$ cat src/rtl/programme_type_fig_parser_core_macros.svh
// assertion macros shared by the programme type parser modules
// expects a clock named clk and an active-low reset named arst_n in scope
`ifndef PROGRAMME_TYPE_FIG_PARSER_CORE_MACROS_SVH
`define PROGRAMME_TYPE_FIG_PARSER_CORE_MACROS_SVH

// plain property check, off while in reset
`define PTFP_ASSERT(lbl, prop, msg) \
	lbl: assert property (@(posedge clk) disable iff (!arst_n) (prop)) else $error(msg);

// next-cycle implication, off while in reset
`define PTFP_ASSERT_NEXT(lbl, ante, cons, msg) \
	lbl: assert property (@(posedge clk) disable iff (!arst_n) (ante) |=> (cons)) else $error(msg);

`endif

$ cat src/rtl/ptfp_pkg.sv
// shared types and constants of the programme type record parser
// no dependencies
package ptfp_pkg;

	// seen service id store
	localparam int SEEN_DEPTH = 64;
	localparam int SEEN_IDX_W = $clog2(SEEN_DEPTH);
	localparam int SEEN_CNT_W = $clog2(SEEN_DEPTH + 1);

	// error mask bit positions
	localparam int ERR_FLAGS_RFA = 0;
	localparam int ERR_INT_RFA   = 1;
	localparam int ERR_INT_RFU   = 2;
	localparam int ERR_COMP_RFA  = 3;
	localparam int ERR_COMP_RFU  = 4;
	localparam int ERR_INT_MISS  = 5;
	localparam int ERR_COMP_MISS = 6;
	localparam int ERR_STORE_OVF = 7;

	// one input byte with its record markers
	typedef struct packed {
		logic [7:0] data_byte;
		logic       record_start;
		logic [4:0] record_length;
	} item_t;

	// one decoded entry, service_id in the lowest bits
	typedef struct packed {
		logic       repeat_seen;
		logic [7:0] error_mask;
		logic       complementary_present;
		logic [4:0] complementary_code;
		logic       international_present;
		logic [4:0] international_code;
		logic [7:0] language_code;
		logic       language_present;
		logic       secondary_flag;
		logic       static_flag;
		logic [15:0] service_id;
	} result_t;

	// lookup/insert request to the seen store
	typedef struct packed {
		logic        check;
		logic [15:0] id;
	} seen_req_t;

	// seen store answer, valid in the cycle of the request
	typedef struct packed {
		logic hit;
		logic full;
	} seen_rsp_t;

endpackage

$ cat src/rtl/ptfp_seen_store.sv
// store of service ids seen since the last repeat, filled in order
// depends on ptfp_pkg and the parser assertion macros
`include "programme_type_fig_parser_core_macros.svh"

module ptfp_seen_store (
	input  logic                clk,
	input  logic                arst_n,
	input  ptfp_pkg::seen_req_t req,
	output ptfp_pkg::seen_rsp_t rsp
);

	localparam int IdxW = ptfp_pkg::SEEN_IDX_W;
	localparam int CntW = ptfp_pkg::SEEN_CNT_W;

	logic [15:0]     ids_q [ptfp_pkg::SEEN_DEPTH];
	logic [CntW-1:0] fill_q;
	logic            hit;
	logic            full;

	// valid entries always form a prefix, so a fill count stands for the valid bits
	always_comb begin
		hit = 1'b0;
		for (int k = 0; k < ptfp_pkg::SEEN_DEPTH; k++) begin
			if ((CntW'(k) < fill_q) && (ids_q[k] == req.id)) begin
				hit = 1'b1;
			end
		end
	end

	assign full = (fill_q == CntW'(ptfp_pkg::SEEN_DEPTH));
	assign rsp.hit  = hit;
	assign rsp.full = full && !hit;

	// fill count: restart on a repeat, grow while room is left
	always_ff @(posedge clk or negedge arst_n) begin
		if (!arst_n) begin
			fill_q <= '0;
		end else if (req.check) begin
			if (hit) begin
				fill_q <= CntW'(1);
			end else if (!full) begin
				fill_q <= fill_q + CntW'(1);
			end
		end
	end

	// id storage, written at the first free slot, or at slot 0 on a repeat
	always_ff @(posedge clk) begin
		if (req.check) begin
			if (hit) begin
				ids_q[0] <= req.id;
			end else if (!full) begin
				ids_q[fill_q[IdxW-1:0]] <= req.id;
			end
		end
	end

	`PTFP_ASSERT(a_fill_bound, fill_q <= CntW'(ptfp_pkg::SEEN_DEPTH), "seen store overfilled")
	`PTFP_ASSERT_NEXT(a_hit_restart, req.check && hit, fill_q == CntW'(1), "repeat did not restart store")
	`PTFP_ASSERT_NEXT(a_insert_grows, req.check && !hit && !full,
		fill_q == $past(fill_q) + CntW'(1), "new id not inserted")

endmodule

$ cat src/rtl/ptfp_entry_parser.sv
// byte-wise parser of programme type entries with its record state
// depends on ptfp_pkg and the parser assertion macros
`include "programme_type_fig_parser_core_macros.svh"

module ptfp_entry_parser (
	input  logic                clk,
	input  logic                arst_n,
	input  logic                step,
	input  ptfp_pkg::item_t     item,
	input  ptfp_pkg::seen_rsp_t seen_rsp,
	output ptfp_pkg::seen_req_t seen_req,
	output logic                res_valid,
	output ptfp_pkg::result_t   res
);

	localparam logic [2:0] PH_IDLE  = 3'd0;
	localparam logic [2:0] PH_SIDLO = 3'd1;
	localparam logic [2:0] PH_FLAGS = 3'd2;
	localparam logic [2:0] PH_LANG  = 3'd3;
	localparam logic [2:0] PH_INT   = 3'd4;
	localparam logic [2:0] PH_COMP  = 3'd5;

	logic [4:0]  pos_q, len_q;
	logic [2:0]  phase_q;
	logic [15:0] sid_q;
	logic [3:0]  flg_q;
	logic [7:0]  lang_q;
	logic [4:0]  intc_q, compc_q;
	logic        intp_q, compp_q;
	logic [7:0]  err_q;
	logic        rep_q;

	logic [2:0]  phase_n;
	logic [15:0] sid_n;
	logic [3:0]  flg_n;
	logic [7:0]  lang_n;
	logic [4:0]  intc_n, compc_n;
	logic        intp_n, compp_n;
	logic [7:0]  err_n;
	logic        rep_n;
	logic        active, last, done;
	logic [7:0]  b;

	assign b      = item.data_byte;
	assign active = !item.record_start && (pos_q < len_q);
	assign last   = ({1'b0, pos_q} + 6'd1) == {1'b0, len_q};

	// service id completes on its second byte
	assign seen_req.check = step && active && (phase_q == PH_SIDLO);
	assign seen_req.id    = {sid_q[15:8], b};

	// next entry state for one byte inside the record
	always_comb begin
		phase_n = phase_q;
		sid_n   = sid_q;
		flg_n   = flg_q;
		lang_n  = lang_q;
		intc_n  = intc_q;
		compc_n = compc_q;
		intp_n  = intp_q;
		compp_n = compp_q;
		err_n   = err_q;
		rep_n   = rep_q;
		done    = 1'b0;
		unique case (phase_q)
			PH_IDLE: begin
				if (({1'b0, pos_q} + 6'd3) < {1'b0, len_q}) begin
					sid_n   = {b, 8'h00};
					flg_n   = '0;
					lang_n  = '0;
					intc_n  = '0;
					compc_n = '0;
					intp_n  = 1'b0;
					compp_n = 1'b0;
					err_n   = '0;
					rep_n   = 1'b0;
					phase_n = PH_SIDLO;
				end
			end
			PH_SIDLO: begin
				sid_n[7:0] = b;
				rep_n      = seen_rsp.hit;
				if (seen_rsp.full) begin
					err_n[ptfp_pkg::ERR_STORE_OVF] = 1'b1;
				end
				phase_n = PH_FLAGS;
			end
			PH_FLAGS: begin
				flg_n = b[7:4];
				if (b[3:0] != 4'h0) begin
					err_n[ptfp_pkg::ERR_FLAGS_RFA] = 1'b1;
				end
				phase_n = b[5] ? PH_LANG : PH_INT;
			end
			PH_LANG: begin
				lang_n  = b;
				phase_n = PH_INT;
			end
			PH_INT: begin
				if (b[7:6] != 2'b00) begin
					err_n[ptfp_pkg::ERR_INT_RFA] = 1'b1;
				end
				if (b[5]) begin
					err_n[ptfp_pkg::ERR_INT_RFU] = 1'b1;
				end
				intc_n = b[4:0];
				intp_n = 1'b1;
				if (flg_q[0]) begin
					phase_n = PH_COMP;
				end else begin
					done = 1'b1;
				end
			end
			default: begin
				if (b[7:6] != 2'b00) begin
					err_n[ptfp_pkg::ERR_COMP_RFA] = 1'b1;
				end
				if (b[5]) begin
					err_n[ptfp_pkg::ERR_COMP_RFU] = 1'b1;
				end
				compc_n = b[4:0];
				compp_n = 1'b1;
				done    = 1'b1;
			end
		endcase
		// entry cut off by the record's last byte
		if (!done && last && (phase_n != PH_IDLE)) begin
			if (phase_n <= PH_INT) begin
				err_n[ptfp_pkg::ERR_INT_MISS] = 1'b1;
			end
			if (flg_n[0]) begin
				err_n[ptfp_pkg::ERR_COMP_MISS] = 1'b1;
			end
			done = 1'b1;
		end
		if (done) begin
			phase_n = PH_IDLE;
		end
	end

	// result fields straight from the updated entry
	assign res_valid                 = step && active && done;
	assign res.service_id            = sid_n;
	assign res.static_flag           = flg_n[3];
	assign res.secondary_flag        = flg_n[2];
	assign res.language_present      = flg_n[1];
	assign res.language_code         = lang_n;
	assign res.international_code    = intc_n;
	assign res.international_present = intp_n;
	assign res.complementary_code    = compc_n;
	assign res.complementary_present = compp_n;
	assign res.error_mask            = err_n;
	assign res.repeat_seen           = rep_q & 1'b0 | rep_n;

	// record and entry state
	always_ff @(posedge clk or negedge arst_n) begin
		if (!arst_n) begin
			pos_q   <= '0;
			len_q   <= '0;
			phase_q <= PH_IDLE;
			sid_q   <= '0;
			flg_q   <= '0;
			lang_q  <= '0;
			intc_q  <= '0;
			compc_q <= '0;
			intp_q  <= 1'b0;
			compp_q <= 1'b0;
			err_q   <= '0;
			rep_q   <= 1'b0;
		end else if (step) begin
			if (item.record_start) begin
				len_q   <= item.record_length;
				pos_q   <= 5'd1;
				phase_q <= PH_IDLE;
				sid_q   <= '0;
				flg_q   <= '0;
				lang_q  <= '0;
				intc_q  <= '0;
				compc_q <= '0;
				intp_q  <= 1'b0;
				compp_q <= 1'b0;
				err_q   <= '0;
				rep_q   <= 1'b0;
			end else if (active) begin
				pos_q   <= (pos_q == 5'd31) ? 5'd31 : pos_q + 5'd1;
				phase_q <= phase_n;
				sid_q   <= sid_n;
				flg_q   <= flg_n;
				lang_q  <= lang_n;
				intc_q  <= intc_n;
				compc_q <= compc_n;
				intp_q  <= intp_n;
				compp_q <= compp_n;
				err_q   <= err_n;
				rep_q   <= rep_n;
			end
		end
	end

	`PTFP_ASSERT(a_phase_legal, phase_q <= PH_COMP, "entry phase out of range")
	`PTFP_ASSERT_NEXT(a_done_idle, res_valid, phase_q == PH_IDLE, "phase not idle after result")
	`PTFP_ASSERT_NEXT(a_start_pos, step && item.record_start, pos_q == 5'd1,
		"record start did not rewind position")

endmodule

$ cat src/rtl/programme_type_fig_parser_core.sv
// an entry's last byte waits in the input register, then its result enters the result register
// throughput: one byte per cycle; a result held by the sink stalls the parse stage and ready
// drops once the input register also holds a byte
// reset: arst_n clears both valids, record position, length, entry state and the seen fill count
// top level of the programme type record parser; depends on ptfp_pkg,
// ptfp_entry_parser and ptfp_seen_store
module programme_type_fig_parser_core (
	input  logic        clk,
	input  logic        arst_n,
	input  logic        s_axis_tvalid,
	output logic        s_axis_tready,
	input  logic [15:0] s_axis_tdata,  // data_byte[7:0], record_length[12:8], zero[15:13]
	input  logic        s_axis_tuser,  // record_start
	output logic        m_axis_tvalid,
	input  logic        m_axis_tready,
	// service_id[15:0], static_flag[16], secondary_flag[17], language_present[18],
	// language_code[26:19], international_code[31:27], international_present[32],
	// complementary_code[37:33], complementary_present[38], error_mask[46:39],
	// repeat_seen[47]
	output logic [47:0] m_axis_tdata
);

	logic                valid_s1;
	ptfp_pkg::item_t     item_s1;
	logic                advance;
	logic                par_valid;
	ptfp_pkg::result_t   par_res;
	ptfp_pkg::result_t   res_q;
	logic                out_valid_q;
	ptfp_pkg::seen_req_t seen_req;
	ptfp_pkg::seen_rsp_t seen_rsp;

	// parse stage moves when the output register is free or being drained
	assign advance       = valid_s1 && (!out_valid_q || m_axis_tready);
	assign s_axis_tready = !valid_s1 || advance;

	// input register
	always_ff @(posedge clk or negedge arst_n) begin
		if (!arst_n) begin
			valid_s1 <= 1'b0;
		end else if (s_axis_tready) begin
			valid_s1 <= s_axis_tvalid;
		end
	end

	always_ff @(posedge clk) begin
		if (s_axis_tready && s_axis_tvalid) begin
			item_s1.data_byte     <= s_axis_tdata[7:0];
			item_s1.record_length <= s_axis_tdata[12:8];
			item_s1.record_start  <= s_axis_tuser;
		end
	end

	ptfp_entry_parser u_parser (
		.clk       (clk),
		.arst_n    (arst_n),
		.step      (advance),
		.item      (item_s1),
		.seen_rsp  (seen_rsp),
		.seen_req  (seen_req),
		.res_valid (par_valid),
		.res       (par_res)
	);

	ptfp_seen_store u_seen (
		.clk    (clk),
		.arst_n (arst_n),
		.req    (seen_req),
		.rsp    (seen_rsp)
	);

	// result register
	always_ff @(posedge clk or negedge arst_n) begin
		if (!arst_n) begin
			out_valid_q <= 1'b0;
		end else if (!out_valid_q || m_axis_tready) begin
			out_valid_q <= advance && par_valid;
		end
	end

	always_ff @(posedge clk) begin
		if (advance && par_valid) begin
			res_q <= par_res;
		end
	end

	assign m_axis_tvalid = out_valid_q;
	assign m_axis_tdata  = res_q;

endmodule

$ cat config.mk
export PLATFORM = sky130hd
export DESIGN_NAME = programme_type_fig_parser_core
export DESIGN_NICKNAME = d
export VERILOG_FILES = /design/src/rtl/ptfp_pkg.sv /design/src/rtl/ptfp_seen_store.sv /design/src/rtl/ptfp_entry_parser.sv /design/src/rtl/programme_type_fig_parser_core.sv
export VERILOG_INCLUDE_DIRS = /design/src /design/src/rtl
export SDC_FILE = /design/constraint.sdc
export NUM_CORES = 2
export LEC_CHECK = 0
export BUFFER_PORTS_ARGS = -buffer_cell sky130_fd_sc_hd__buf_2
export CORE_MARGIN = 1.5
export CORE_UTILIZATION = 55
export CTS_CLUSTER_DIAMETER = 50
export DETAILED_ROUTE_END_ITERATION = 8
export HOLD_SLACK_MARGIN = 0.08
export PLACE_DENSITY = 0.71
export SYNTH_ARGS = -nofsm -noshare
export SYNTH_HDL_FRONTEND = slang
export SYNTH_SLANG_ARGS = --single-unit
$ cat constraint.sdc
create_clock -name clk -period 15.3 [get_ports clk]
set_input_delay 0 -clock clk [delete_from_list [all_inputs] [get_ports clk]]
set_output_delay 0 -clock clk [all_outputs]
set_load 0.01 [all_outputs]
======== Word-level counts from Yosys, hierarchy flattened ========
Memory sizes are Yosys's and may differ from the RTL's.
Cells that the tools add are included.
W data, S select, Z words.
word-level totals
  flip-flop bits (word level) ............. 133
  bits in writable memories ............... 1,024
  bits of input ports ..................... 21
  output and inout bits ................... 50
  word-level logic and storage cells ...... 404
  memories kept ........................... 1
memories
  memory        depth  bits a word  read ports  clocked after Yosys merged registers in  write ports  RTL line               RTL
  u_seen.ids_q  64     16           64          0                                        1            ptfp_seen_store.sv:15  logic [15:0] ids_q [ptfp_pkg::SEEN_DEPTH];
cells by class
  add/subtract/negate cells ............... 4
  $lt $le $gt $ge ......................... 67
  equality and inequality tests ........... 72
  mux-type cells .......................... 139
  reductions and logical operators ........ 92
operator list
  cell                   number
  $eq A16 B16 Y1         64
  $lt A6 B7 Y1 const A   32
  $lt A5 B7 Y1 const A   16
  $mux W1                91
  $logic_and A1 B1 Y1    74
  $mux W16               4
  $lt A4 B7 Y1 const A   8
  $mux W8                7
  $mux W5                9
  $pmux W8 S2            2
  $lt A3 B7 Y1 const A   4
  $pmux W5 S2            2
  $mux W3                6
  $reduce_or A16 Y1      1
  $pmux W3 S5            1
  $lt A1 B7 Y1 const A   2
  $lt A2 B7 Y1 const A   2
  $mux W7                2
  $mux W4                3
  $pmux W1 S2            6
  $pmux W2 S2            2
  $pmux W4 S2            1
  $reduce_or A4 Y1       2
  $add A7 B1 Y7 const B  1
  other kinds (22)       32

======== Logic depth before layout (Yosys ltp) ========
  depth in word-level cells ............... 72
  mapped depth ............................ 16
  mapped depth without buffers ............ 13

======== By module ========
A second synthesis with hierarchy kept.
unflattened totals
  cell total of the unflattened synthesis .. 3,273
  area total of the unflattened synthesis .. 50,060.5 um^2
modules (own cells, without submodules)
  module                          instances  cells each  area each (um^2)  sequential area each (um^2)
  ptfp_seen_store                 1          2,814       44,136.1          30,924.7
  ptfp_entry_parser               1          387         3,951.3           1,551.5
  programme_type_fig_parser_core  1          72          1,973.1           1,911.8

======== Worst setup path after synthesis ========
OpenSTA, ideal clock, no wires.
  path kind ............................... register to register
  from .................................... reg item_s1[6] in the netlist's numbering
  to ...................................... mem u_seen.ids_q[55][0] (enable)
  setup time .............................. 431 ps
  arrival ................................. 4,634 ps
  required time ........................... 14,869 ps
  setup slack ............................. 10,235 ps
  stages on the path, launching flop included .. 13
  path buffers ............................ 3
  clock period less this slack ............ 5,065 ps
  cell sequence ........................... edfxtp_1 buf_4 buf_4 buf_4 xor2_1 nor4_1 nand3_1 nor2_1 a311oi_1 nand4_1 nor4_4 nand2_4 nor4_1
between the ends
  word-level cells in the longest chain between the ends .. 71
  elaborated cells between the ends (all ways) .. 201
  classes of those cells .................. eq/ne: 64; mux: 72; reduce/logical: 65
ends and longest elaborated chain
  element                                              RTL line                              RTL
  from (decl)                                          programme_type_fig_parser_core.sv:24  ptfp_pkg::item_t item_s1;
  $eq A16 B16 Y1                                       ptfp_seen_store.sv:24                 if ((CntW'(k) < fill_q) && (ids_q[k] == req.id)) begin
  $logic_and A1 B1 Y1                                  ptfp_seen_store.sv:24
  $mux W1 (63 in a row)                                ptfp_seen_store.sv:24
  $mux W1 (*)                                          ptfp_seen_store.sv:24
  $mux W1                                              ptfp_seen_store.sv:50                 if (hit) begin
  $mux W1                                              ptfp_seen_store.sv:49                 if (req.check) begin
  $mux W1 (not written as such)                        ptfp_seen_store.sv:53                 ids_q[fill_q[IdxW-1:0]] <= req.id;
  $reduce_or A16 Y1 (no line)                          -
  $mux W6 (no line) / $mux W1 (equally long branches)  -
  to (decl)                                            ptfp_seen_store.sv:15
Mark *: on every way between the ends. The rest lies on a longest branch, timed or not.

======== Worst setup path in the final report ========
  from .................................... reg u_seen.fill_q[3]
  to ...................................... mem u_seen.ids_q[41][1] (enable)
between the ends
  word-level cells in the longest chain between the ends .. 71
  elaborated cells between the ends (all ways) .. 203
  classes of those cells .................. order compare: 64; eq/ne: 1; mux: 73; reduce/logical: 65
ends and longest elaborated chain
  element                                              RTL line               RTL
  from (decl)                                          ptfp_seen_store.sv:16  logic [CntW-1:0] fill_q;
  from (signal assigned)                               ptfp_seen_store.sv:40  fill_q <= CntW'(1);
  from (signal assigned)                               ptfp_seen_store.sv:42  fill_q <= fill_q + CntW'(1);
  $lt A1 B7 Y1                                         ptfp_seen_store.sv:24
  $logic_and A1 B1 Y1                                  ptfp_seen_store.sv:24
  $mux W1 (64 in a row)                                ptfp_seen_store.sv:24
  $mux W1                                              ptfp_seen_store.sv:50
  $mux W1                                              ptfp_seen_store.sv:49
  $mux W1 (not written as such)                        ptfp_seen_store.sv:53
  $reduce_or A16 Y1 (no line)                          -
  $mux W6 (no line) / $mux W1 (equally long branches)  -
Several ways; a longest one is shown, not always the timed one.

==> run_results.csv <==
group,metric,value,unit
die,start_util,0.557,
clock_network,clk_pin_slew_worst_paths,0.06,ns
logic_synthesis,synth.yosys.seq_area_share,0.682,
timing,fin_skew,0.0357,ns
timing,setup_ws,8.15,ns
critical_path,critPathMostFrequentCell,"buf_4",
route,dr_total_vias,27900,
placed_design,port_buffers,67,
finish,layout_common_cells,"edfxtp_1 (1086), xor2_1 (757), xnor2_1 (281)",
logic_synthesis,synth_seq_cells,1157,
critical_path,path_buf_inv,3,
timing,worst_pin_slew,1.31,ns
route,drc_errors,0,
logic_synthesis,synth_cells,3296,
timing,fmax,140,MHz
timing,hold-worst-slack,0.252,ns
finish,final_area,0.0562,mm2
logic_synthesis,yosysUniqueCellTypes,70,
timing,hold_viol_final,0,
clock_network,cts_root_buffer,"clkbuf_16",
run,cap_viol_max_count,0,
critical_path,required,15.58,ns
timing,setup_tns,0,ns
clock_network,clock_latency,0.70,ns
timing,slew_viol_final,0,
finish,final_common_cell,"edfxtp_1",
timing,grt_setup_unrepaired,"false",
finish,antennaDiodeCount,0,
critical_path,slowest_delay,1.11,ns
die,rows,110,
pwr,p_int,0.00582,W
pwr,power.switching,0.00235,W
status,status,"complete, no violations",
pwr,p_per_area,145,mW/mm2
global_routing,grt_use_total,0.249,
global_routing,antenna_found_initial,0,
timing,max_slew_margin,0.122,
critical_path,cp_slowest_cell,"nor3_2",
finish,fillers,6413,
critical_path,start_kind,"flip-flop",
global_routing,grt_pass1_wl,176,mm
pwr,combPwrFrac,0.179,
die,boundaryPins,71,
global_routing,grt_pass1_vias,28500,
pwr,p_clk_frac,0.353,
logic_synthesis,ys.flop_type,"edfxtp_1",
placed_design,post-place-ws,8.34,ns
global_routing,grt_overflow_total,0,
clock_network,clockBufferDepth,3,
route,wl,116,mm
finish,fin_nets,3441,
finish,area_delta_synth_final,11.5,%
logic_synthesis,syn_area,0.0504,mm2
route,viasPerCell,5.95,
finish,utilization,0.622,
placed_design,place_area,0.0519,mm2
placed_design,place_congestion,0.829,
clock_network,tritoncts,"done",
logic_synthesis,synth.top_cells.by_area,"edfxtp_1 (65%), xor2_1 (13%), xnor2_1 (4.9%)",
clock_network,numCtsBuffers,121,
die,coreArea,0.0904,mm2
route,drtAntennaViolNets,0,
critical_path,r2r_start,"u_seen.fill_q[3]$_DFFE_PN0P_",
logic_synthesis,synthArstFlopShare,0.0614,
logic_synthesis,synth-edff-count,1086,
critical_path,critical_path.top_delay_family,"simple AND/OR/NAND/NOR gates",
timing,setup-violations-final,0,
pwr,p_leak,19.1,nW
pwr,power_frac_seq,0.468,
global_routing,grt_max_degree,101,
clock_network,cts_setup_buffers,0,
logic_synthesis,synthDominantCellAreaShare,0.647,
pwr,power.share.switching,0.288,
logic_synthesis,syn_nets,3333,
logic_synthesis,synth_area_leader_cell,"edfxtp_1",
route,drt_iter0_drc,2455,
clock_network,cts_sinks,1157,
route,post_drt_wl_per_cell,24.8,um
die,die_x,306,um
worst_hold_path,hold_path.class,"input pin to flip-flop",
critical_path,crit_path_end_kind,"flip-flop",
critical_path,arrival,7.43,ns
timing,final.min_clock_period,7.15,ns
critical_path,criticalPathCategory,"flip-flop to flip-flop",
worst_hold_path,hold_start,"m_axis_tready",
finish,drive_above_1_share,0.112,
clock_network,cts_max_level,3,
critical_path,cp_max_fo,38,
critical_path,crit_chain,"buf_4 > nand2b_1 > buf_4 > nor3b_4 > a2111oi_0 > nor4_1 > nand4_1 > nor4_4 > nand2_4 > buf_4 > nor3_2",
die,dieHeight,306,um
logic_synthesis,yosys_warnings,0,
logic_synthesis,avgSynthCellArea,15.3,um2
timing,period_share,0.467,
die,dieArea,0.0935,mm2
route,first_pass_iters,5,
placed_design,post-dp-hpwl,64.7,mm
critical_path,cp-startpoint,"u_seen.fill_q[3]$_DFFE_PN0P_",
pwr,ir_drop,88.2,uV
==> cells by family after synthesis <==
| kind of cell | count (synthesis) | synth area share |
|---|---|---|
| simple gates | 653 | 0.0764 |
| xor+xnor | 1038 | 0.180 |
| buf+inv | 203 | 0.0243 |
| flops | 1157 | 0.682 |
| fa+ha+maj | 16 | 0.00397 |
| compound gates | 222 | 0.0312 |
| mux | 7 | 0.00156 |
==> Yosys cell counts, types with 11 or more instances <==
| cell | number |
|---|---|
| a21oi_1 | 36 |
| a22o_1 | 63 |
| buf_2 | 50 |
| buf_4 | 72 |
| buf_6 | 17 |
| clkbuf_1 | 39 |
| dfrtp_1 | 71 |
| edfxtp_1 | 1086 |
| ha_1 | 16 |
| inv_1 | 18 |
| nand2_1 | 110 |
| nand2b_1 | 12 |
| nand3_1 | 47 |
| nand4_1 | 92 |
| nor2_1 | 43 |
| nor3_1 | 63 |
| nor3_2 | 33 |
| nor4_1 | 196 |
| nor4_2 | 11 |
| o21ai_0 | 43 |
| o22ai_1 | 14 |
| xnor2_1 | 281 |
| xor2_1 | 757 |
==> flip-flops by register name (all words and copies together), names as in the netlist <==
name and flops:
u_seen.ids_q 1024, u_parser.len_q 5, u_parser.err_q 8, u_parser.compp_q 1, u_parser.intp_q 1, u_parser.flg_q 4, u_seen.fill_q 7, u_parser.lang_q 8
item_s1 14, u_parser.compc_q 5, u_parser.pos_q 5, m_axis_tvalid 1, u_parser.intc_q 5, m_axis_tdata 48, u_parser.sid_q 16, u_parser.phase_q 3
u_parser.rep_q 1, valid_s1 1
==> power groups by stage <==
stage                     clock, W  combinational [W]  sequential [W]
final                      0.00289            0.00146         0.00382
after global routing       0.00304            0.00157         0.00383
after CTS                  0.00293            0.00146         0.00382
after detailed placement         0            0.00144         0.00389
after global placement           0            0.00139         0.00388
after floorplan                  0            0.00100         0.00383
==> path summary, 6_finish.rpt <==
check	to	slack, ns	cells after the start
max	u_seen.ids_q[41][1]$_DFFE_PP_	8.15	11
min	m_axis_tvalid$_DFFE_PN0P_	0.25	4
max reg2reg	u_seen.ids_q[41][1]$_DFFE_PP_	8.15	11
min reg2reg	u_parser.len_q[0]$_DFFE_PN0P_	0.48	1
max in group asynchronous	u_parser.sid_q[12]$_DFFE_PN0P_	14.55	4
min in group asynchronous	u_parser.len_q[1]$_DFFE_PN0P_	0.40	4
==> layer usage <==
metal / wire length [um] / track usage / part of all wire / up-vias
met3: 7740 / 0.0412 / 0.067 / 220
met2: 56800 / 0.416 / 0.49 / 1025
met4: 3320 / 0.0773 / 0.029 / 0
li1: - / - / - / 12400
met1: 48100 / 0.337 / 0.42 / 14200
met5: 0 / 0 / 0 / -
==> worst register-to-register path, stage by stage (launching register included) <==
cell	delay, ns
dfrtp_1	0.82
buf_4	0.35
nand2b_1	0.39
buf_4	0.39
nor3b_4	0.62
a2111oi_0	0.32
nor4_1	0.73
nand4_1	0.27
nor4_4	0.66
nand2_4	0.50
buf_4	0.53
nor3_2	1.14
==> per-stage QoR <==
stage          power (W)  std cells
2_1_floorplan    0.00483       3296
4_1_cts          0.00820       4681
3_5_place_dp     0.00532       4422
3_3_place_gp     0.00527       4422
5_1_grt          0.00845       4681
6_report         0.00817       4681
==> timing repair <==
item | 4_1_cts | 5_1_grt
endpoints found under the hold margin | 106 | 0
gates resized for setup | 0 | 0
hold buffers | 35 | 0
==> layout make-up <==
class / instances / area, um2 / share of cell area
clock inverters: 63 / 659 / 0.0117
repair buffers: 170 / 1350 / 0.0241
inverters: 18 / 67.6 / 0.00120
clock buffers: 161 / 3260 / 0.0581
multi-input cells: 1936 / 15000 / 0.266
well taps: 1176 / 1470 / 0.0262
flip-flops and latches: 1157 / 34400 / 0.612
(Power assumes the default switching activity.)
